[src/psl_pkg.sv]
// shared types and constants for the pair set with linear probing
`timescale 1ns / 1ps
`default_nettype none

package psl_pkg;

	// table geometry
	localparam int TABLE_SLOTS = 256;
	localparam int SLOT_W      = $clog2(TABLE_SLOTS);

	// field widths
	localparam int KEY_W   = 31;
	localparam int MODE_W  = 2;
	localparam int COUNT_W = 9;
	localparam int PAIR_W  = 2 * KEY_W;

	// multiplicative hash constant
	localparam logic [31:0] HASH_MULT = 32'd2654435761;

	// insert limit after reset
	localparam logic [COUNT_W-1:0] LIMIT_RESET = 9'd256;

	// item modes
	localparam logic [MODE_W-1:0] MODE_LOOKUP = 2'd0;
	localparam logic [MODE_W-1:0] MODE_INSERT = 2'd1;
	localparam logic [MODE_W-1:0] MODE_CLEAR  = 2'd2;

	typedef struct packed {
		logic [MODE_W-1:0] mode;
		logic [KEY_W-1:0]  from_key;
		logic [KEY_W-1:0]  to_key;
	} in_item_t;

	typedef struct packed {
		logic               answer;
		logic [COUNT_W-1:0] stored_count;
	} out_item_t;

endpackage

`default_nettype wire

[src/psl_hash.sv]
// home slot hash: key multiply, xor and mask, registered
`timescale 1ns / 1ps
`default_nettype none

module psl_hash
	import psl_pkg::*;
(
	input  wire logic              clk,
	input  wire logic              start,
	input  wire logic [KEY_W-1:0]  from_key,
	input  wire logic [KEY_W-1:0]  to_key,
	output logic      [SLOT_W-1:0] slot
);

	logic [31:0]       prod;
	logic [31:0]       mixed;
	logic [SLOT_W-1:0] slot_s1;

	// low 32 bits of the product only
	assign prod  = 32'({1'b0, from_key} * HASH_MULT);
	assign mixed = prod ^ {1'b0, to_key};

	always_ff @(posedge clk) begin
		if (start) begin
			slot_s1 <= mixed[SLOT_W-1:0];
		end
	end

	assign slot = slot_s1;

endmodule

`default_nettype wire

[config.mk]
export PLATFORM = sky130hd
export DESIGN_NAME = psl_hash
export DESIGN_NICKNAME = d
export VERILOG_FILES = /design/src/psl_pkg.sv /design/src/psl_hash.sv
export SDC_FILE = /design/constraint.sdc
export NUM_CORES = 1
export LEC_CHECK = 0
export BUFFER_PORTS_ARGS = -buffer_cell sky130_fd_sc_hd__buf_2
export CAP_MARGIN = 40
export CORE_MARGIN = 5
export CORE_UTILIZATION = 31
export DETAILED_ROUTE_END_ITERATION = 8
export HOLD_SLACK_MARGIN = 0.05
export MAX_ROUTING_LAYER = met4
export PLACE_DENSITY = 0.88
export SYNTH_ARGS = -nofsm -noshare
export SYNTH_HDL_FRONTEND = slang
export SYNTH_SLANG_ARGS = --single-unit
export TNS_END_PERCENT = 100
[constraint.sdc]
create_clock -name clk -period 5.5 [get_ports clk]
set_input_delay 1.65 -clock clk [delete_from_list [all_inputs] [get_ports clk]]
set_output_delay 1.65 -clock clk [all_outputs]
set_load 0.03 [all_outputs]
==> flow_summary_export.csv <==
group,metric,value,unit
outcome,status,"complete, no violations",
sta,drv_slew,0,
global_routing,grt_pass1_vias,373,
sta,tns,0,ns
worst_hold_path,min_path_type,"input port to flip-flop",
critical_path,critPathCaptureType,"flip-flop",
pwr,p_int,0.000135,W
cts,clk_pin_slew,0.05,ns
floorplan,die_y,50.1,µm
floorplan,die_area,0.00251,mm²
global_routing,grt_antenna_before_repair,0,
synthesis,yosysMostFrequentCell,"xor2_1",
job,maxCapViolations,0,
sta,slew_headroom,0.874,
sta,grt_setup_unrepaired,"false",
place,pre_cts_slack,1.37,ns
pwr,ir_worst_vdd,0.0758,mV
pwr,switching_share,0.310,
layout,utilization,0.438,
route,drtAntennaViolNets,0,
cts,cts_buffers,3,
synthesis,async_flop_share,0,
route,drc_errors,0,
cts,root_buffer,"clkbuf_4",
synthesis,synth_nets,106,
sta,hold_viol,0,
critical_path,critical_path_class,"input port to flip-flop",
critical_path,max_stage_delay,0.54,ns
global_routing,grt_overflow_total,0,
route,num_vias,334,
synthesis,synth_top_flop_cell,"edfxtp_1",
cts,cts_setup_buffers,0,
global_routing,grt_use_total,0.0782,
pwr,power-per-cell-area,294,mW/mm²
critical_path,crit_family,"adder cells",
route,drt_iter0_drc,2,
place,portBuffers,25,
floorplan,coreArea,0.00152,mm²
critical_path,crit_fanout,3,
synthesis,yosysWarnings,0,
synthesis,yosysTopAreaCellShare,0.481,
pwr,pwr-share-seq,0.425,
route,vias_per_cell,4.28,
global_routing,grtUsageMet3,0.0237,
global_routing,use_met2,0.146,
pwr,switching_power,0.0000608,W
critical_path,arrival,3.86,ns
sta,tightest_slew,0.187,ns
sta,setup_viol,0,
floorplan,die_x,50.1,µm
layout,diodes,0,
sta,min_period,3.86,ns
route,drt_first_pass_iters,4,
global_routing,grt_pass1_wl,1.40,mm
cts,ctsHoldBuffers,0,
layout,largest_reg_flops,8,
floorplan,io_pins,72,
place,gp_congestion,0.723,
synthesis,synth-seq-area-share,0.481,
critical_path,cp.buffers_inverters,3,
global_routing,grt_start_max_net_pins,9,
synthesis,synth_seq_cells,8,
layout,drive_gt1_frac,0.452,
synthesis,synth_cell_types,7,
floorplan,initial_core_util,0.328,
route,totalWireLength,910,µm
layout,fin_area,667,µm²
cts,cts_buffer_depth,2,
sta,fin_ws,1.64,ns
critical_path,crit_chain,"buf_2, ha_1, ha_1, inv_1, fa_1, inv_1, ha_1, xnor2_1, xnor3_1, xnor2_1",
cts,ctsResizeCount,0,
place,placed_cell_area,644,µm²
place,hpwl,820,µm
critical_path,crit_slowest_cell,"fa_1",
route,wl_per_cell,11.7,µm
synthesis,avgSynthCellArea,14.7,µm²
critical_path,startpoint_type,"input port",
sta,period_share,0.702,
synthesis,synthTopCellsByCount,"9 x xor2_1, 8 x edfxtp_1, 7 x ha_1, 4 x inv_1, 4 x xnor2_1",
pwr,pwr-share-clk,0.213,
sta,clock.fmax,0.259,GHz
synthesis,syn_area,499,µm²
synthesis,ys_top_cells_by_area,"edfxtp_1 48%, ha_1 18%, xor2_1 16%, xnor2_1 7.0%, xnor3_1 4.5%",
global_routing,use_met1,0.0628,
floorplan,num_rows,14,
synthesis,synth_edf_count,8,
pwr,p_leak,0.331,nW
pwr,pwr-share-comb,0.363,
cts,cts_max_level,1,
cts,cts_tree,"built",
layout,area_delta_synth_final,33.6,%
synthesis,yosysTopAreaCell,"edfxtp_1",
layout,final_nets,136,
critical_path,timing.critical_path.mode_cell,"ha_1",
cts,clock-sinks,8,
layout,fill_cells,143,
critical_path,cp.required,5.50,ns
global_routing,gr-max-usage-layer,"met2",
synthesis,syn-instance-count,34,
[layout make-up]
| cell class | instances | area, µm² | share of cell area |
|---|---|---|---|
| clock buffers | 3 | 22.5 | 0.0338 |
| flip-flops and latches | 8 | 240 | 0.360 |
| multi-input cells | 22 | 244 | 0.366 |
| inverters | 4 | 15.0 | 0.0225 |
| repair buffers | 25 | 125 | 0.188 |
| well taps | 16 | 20.0 | 0.0300 |
[per-layer routing]
metal / share of wire / vias up
met2: 0.58 / 16
met3: 0.12 / 0
met1: 0.30 / 147
li1: - / 171
met4: 0 / 0
met5: 0 / -
[metrics by stage]
stage	instances	total power, W	hold WS [ns]
floorplan	34	0.000134	1.76
global placement	75	0.000153	1.96
detailed placement	75	0.000157	1.97
CTS	78	0.000199	1.71
global route	78	0.000208	1.70
finish	78	0.000196	1.71
[cell usage in the layout (no fill, tap or decap)]
cell,n
clkbuf_4,3
xnor3_1,1
xor2_1,9
xnor2_1,4
ha_1,7
buf_2,25
inv_1,4
edfxtp_1,8
fa_1,1
[power groups by stage]
stage | logic (W) | registers [W] | clock network [W]
finish | 0.0000710 | 0.0000832 | 0.0000417
global route | 0.0000763 | 0.0000842 | 0.0000474
CTS | 0.0000722 | 0.0000834 | 0.0000435
global placement | 0.0000696 | 0.0000838 | 0
floorplan | 0.0000279 | 0.000106 | 0
detailed placement | 0.0000721 | 0.0000844 | 0
[final timing paths]
path               startpoint      end  slack [ns]  cells past startpoint
hold / removal      to_key[4]  slot[4]        1.71                      2
setup / recovery  from_key[2]  slot[7]        1.64                     10
[kinds of logic after synthesis]
group,count (synthesis),share of synthesized area
DFF,8,0.481
buffers and inverters,4,0.0301
adders and majority gates,8,0.216
xor gates and xnor gates,14,0.273
No activity file was read; power rests on OpenSTA's default activity.
