**src/psl_ram.sv**
```systemverilog
// generic single write port ram with registered read
`timescale 1ns / 1ps
`default_nettype none

module psl_ram #(
	parameter int WIDTH = 8,
	parameter int DEPTH = 256
) (
	input  wire logic                     clk,
	input  wire logic                     we,
	input  wire logic [$clog2(DEPTH)-1:0] waddr,
	input  wire logic [WIDTH-1:0]         wdata,
	input  wire logic                     re,
	input  wire logic [$clog2(DEPTH)-1:0] raddr,
	output logic      [WIDTH-1:0]         rdata
);

	logic [WIDTH-1:0] mem_q [DEPTH];

	always_ff @(posedge clk) begin
		if (we) begin
			mem_q[waddr] <= wdata;
		end
		if (re) begin
			rdata <= mem_q[raddr];
		end
	end

endmodule

`default_nettype wire

```
**config.mk**
```make
export PLATFORM = sky130hd
export DESIGN_NAME = psl_ram
export DESIGN_NICKNAME = d
export VERILOG_FILES = /design/src/psl_ram.sv
export SDC_FILE = /design/constraint.sdc
export NUM_CORES = 2
export LEC_CHECK = 0
export BUFFER_PORTS_ARGS = -buffer_cell sky130_fd_sc_hd__buf_2
export CORE_MARGIN = 5
export CORE_UTILIZATION = 59
export CTS_BUF_LIST = sky130_fd_sc_hd__clkbuf_8
export DETAILED_ROUTE_END_ITERATION = 12
export PLACE_DENSITY = 0.84
export SYNTH_ARGS = -nofsm -noshare
export SYNTH_HDL_FRONTEND = slang
export SYNTH_SLANG_ARGS = --single-unit
```
**constraint.sdc**
```tcl
create_clock -name clk -period 2.24 [get_ports clk]
set_clock_uncertainty 0.15 [all_clocks]
set_input_delay 0.112 -clock clk [delete_from_list [all_inputs] [get_ports clk]]
set_output_delay 0.112 -clock clk [all_outputs]
set_load 0.005 [all_outputs]
```
==> summary.md <==
| Metric | Value |
|---|---|
| Clock network fraction of total power | `0.378` |
| Endpoint class of the critical path | `flip-flop` |
| Root Buffer Master | `clkbuf_8` |
| Netlist Area Pre-Place | `~0.08 mm2` |
| Detailed placement HPWL | `about 130000 um` |
| Post-route cell area | `0.0932 mm2` |
| Seq pwr share | `0.560` |
| Min-Delay Path Class | `primary input to flip-flop` |
| TritonCTS Sinks | `between 2k and 2.5k` |
| Synthesized flop and latch total | `2056` |
| Post-synthesis sequential area ratio | `0.775` |
| Core Area | `about 0.13 mm2` |
| Critical Path AT | `between 3000 and 4000 ps` |
| Pwr Density | `814 mW/mm2` |
| Global route hottest layer | `met2` |
| CP required | `between 2000 and 3000 ps` |
| Io pins | `35` |
| Worst-path cell chain | `mux4_2 > mux4_2 > nor2_2 > a2111oi_0 > nor3_1 > nor4_2` |
| Unrepaired setup endpoints after global routing | `true` |
| Post-synth EDFFs | `roughly 2.1k` |
| Vias post-DR | `45.1k` |
| Non-Filler Instances | `roughly 6.6k` |
| Met1 Usage GRT | `0.394` |
| Met3 usage | `0.0921` |
| Status | `complete, but fails checks` |
| Routability cong. | `0.929` |
| Vias in the first global route | `46.2k` |
| Hold_sp | `waddr[1]` |
| Worst skew pair latency | `1050 ps` |
| Slack of the critical path | `-387 ps` |
| Share of layout cells above drive strength 1 | `0.340` |
| Dpl cell area | `slightly below 0.09 mm2` |
| Hold path endpoint | `mem_q[234][1]` |
| Final setup vio count | `16` |
| Crit path time final | `approximately 2600 ps` |
| First-pass GRT wire length | `around 310000 um` |
| Sw Ratio | `0.229` |
| Fmax | `between 0.3 and 0.4 GHz` |
| Critical path's largest stage delay | `520 ps` |
| # H-tree levels | `5` |
| Pre-CTS setup slack | `-1300 ps` |
| CP bufs+invs | `0` |
| Switch Pwr | `about 17 mW` |
| Max Root-Sink Buffers | `4` |
| Slowest stage cell on the critical path | `nor3_1` |
| Synthesis warning total | `0` |
| Hold_ws | `45.7 ps` |
| GRT Util Overall | `0.306` |
| Max Transition Viols Final | `0` |
| Startpoint types | `flip-flop` |
| Chip width | `377 um` |
| Period utilization | `1.17` |
| DRT iter0 DRCs | `between 8k and 9k` |
| Syn_nets | `around 3.8k` |
| Sum Neg Setup Slack | `-4960 ps` |
| Die H | `377 um` |
| Avg Vias per Cell | `6.85` |
| Maximum VDD drop | `slightly above 800 uV` |
| Top cells by area, synth | `edfxtp_1 78%, mux4_2 13%, mux2i_1 1.7%, nor2_1 1.3%, a22oi_1 1.3%` |
| DP Cell Count | `around 6.0k` |
| Total CTS buffers | `330` |
| Largest net degree at the start of global routing | `106` |
| Row count | `around 130` |
| Tightest Pin Transition | `about 830 ps` |
| Final WL | `~220000 um` |
| DR pass1 iterations | `9` |
| Total power | `roughly 76 mW` |
| Hold depth | `6` |
| Worst r2r src | `mem_q[136][2]` |
| Int Pwr | `~60 mW` |
| Initial antenna violation count | `16` |
| Post-layout util | `0.697` |
| Grt total ovfl | `0` |
| Final Hold Viols | `0` |
| Synthesized instance count | `around 3.7k` |
| Final #Nets | `about 4.6k` |
| Avg Cell Area, Syn | `between 20 and 25 um2` |
| Area Growth Syn to Fin | `17.1%` |
| Top cell type's share of synthesized area | `0.775` |
| Kind of critical path | `flip-flop to flip-flop` |
| Violated checks | `setup timing` |
| Comb power frac | `0.062` |
| CP Max Fanout | `1` |
| Synth unique cells | `54` |
| Die area | `approximately 0.14 mm2` |
| WP depth | `6` |
| Starting Density | `0.595` |
| Rel. slew slack | `0.432` |
| CTS tree | `yes` |
| Met2 usage | `0.480` |
| Top FF cell, synth | `edfxtp_1` |
| Max-cap violation count | `0` |
| Clock Pin Slew Worst Setup and Hold Paths | `60 ps` |
| Worst Reg-to-Reg Cells | `6` |
| WL/cell | `about 33 um` |
| IO buf count | `34` |
| LEAKAGE | `roughly 31 nW` |
| R2r endpoint | `rdata[2]` |
| CP top delay family | `multiplexers` |
| Async S/R FF share, synth | `0` |
| DRC | `0` |
| Number of antenna-violating nets in the routed design | `0` |
| Most frequent CP cell | `mux4_2` |
| Area leader, netlist | `edfxtp_1` |
| Register-to-register setup slack | `-390 ps` |
==> synthesized netlist by cell type (3+ instances only) <==
| cell | instances |
|---|---|
| mux4_2 | 454 |
| clkbuf_1 | 111 |
| o21ai_0 | 10 |
| or2_2 | 4 |
| buf_8 | 13 |
| o22a_1 | 5 |
| nor4_2 | 3 |
| nand4_1 | 10 |
| a221oi_1 | 13 |
| buf_1 | 22 |
| mux2i_1 | 134 |
| buf_12 | 8 |
| a22oi_1 | 133 |
| nand2b_1 | 8 |
| nor2_1 | 282 |
| edfxtp_1 | 2056 |
| a22o_1 | 8 |
| a21oi_1 | 96 |
| o221ai_1 | 46 |
| nand2_1 | 33 |
| nor2b_1 | 31 |
| o211ai_1 | 10 |
| buf_2 | 31 |
| nor3_1 | 22 |
| a211oi_1 | 16 |
| buf_4 | 27 |
| buf_6 | 21 |
| o32ai_1 | 4 |
| o22ai_1 | 28 |
| nand3_1 | 34 |
| and2_1 | 6 |
| nor4_1 | 24 |
==> tightest hold or removal path, delay by kind of cell <==
family                 cells  cell delay, ps
buffers and inverters      3             500
and+or+nand+nor            3             450
==> sequential cells by signal, indices dropped and copies added (netlist names) <==
name / cells
mem_q: 2048
rdata: 8
==> cell usage in the layout, fill, tap and decap left out, drive strengths merged, types with 34 or more instances in the layout <==
| cell | netlist | final |
|---|---|---|
| inv | 1 | 95 |
| o221ai | 47 | 47 |
| clkinv | 1 | 125 |
| mux2i | 134 | 134 |
| mux4 | 456 | 456 |
| buf | 122 | 707 |
| a22oi | 133 | 133 |
| nor2 | 282 | 282 |
| clkbuf | 111 | 345 |
| a21oi | 96 | 96 |
| nand3 | 34 | 34 |
| edfxtp | 2056 | 2056 |
==> final cells by class <==
cell class	instances	area, um2
sequential	2056	61700
multi-input combinational	1442	16900
tap	1768	2210
clock inverter	228	1030
fill	7244	40600
timing repair buffer	743	6700
clock buffer	337	4640
inverter	2	7.51
antenna	10	25.0
==> cells by family (layout without fill, tap and decap cells) <==
family / count (synthesis) / in the layout / share of synthesized area
flops: 2056 / 2056 / 0.775
mux: 591 / 591 / 0.146
simple gates: 466 / 466 / 0.0263
compound gates: 385 / 385 / 0.0342
buf+inv: 235 / 1310 / 0.0183
other cells: 0 / 10 / 0
==> repair_timing <==
| item | in CTS | in global routing |
|---|---|---|
| gates resized for setup | 47 | 38 |
| endpoints found under the hold margin | 3953 | 247 |
| setup buffers | 0 | 1 |
| hold buffers | 28 | 4 |
| endpoints found under the setup margin | 8 | 41 |
| pin swaps | 17 | 9 |
==> layer usage <==
| metal | up-vias | routed length (um) |
|---|---|---|
| li1 | 17400 | - |
| met1 | 22400 | 68300 |
| met2 | 4355 | 104000 |
| met3 | 981 | 31800 |
| met4 | 6 | 14200 |
| met5 | - | 46 |
==> worst max-delay path by stage <==
stage                       start  endpoint  slack [ps]
floorplan                raddr[0]  rdata[2]         -10
global route         mem_q[18][4]  rdata[4]        -380
global placement         raddr[0]  rdata[2]       -1330
finish              mem_q[136][2]  rdata[2]        -390
CTS                 mem_q[211][5]  rdata[5]        -390
detailed placement       raddr[0]  rdata[2]       -1300
==> power by group through the flow <==
stage                     combinational, mW  sequential, mW  clock (mW)
after global placement                 4.17            43.3           0
after floorplan                        2.08            43.3           0
after global routing                   4.81            42.5        30.9
final                                  4.70            42.5        28.7
after CTS                              4.49            42.5        28.8
after detailed placement               4.31            43.3           0
No activity file was read; power rests on OpenSTA's default activity.
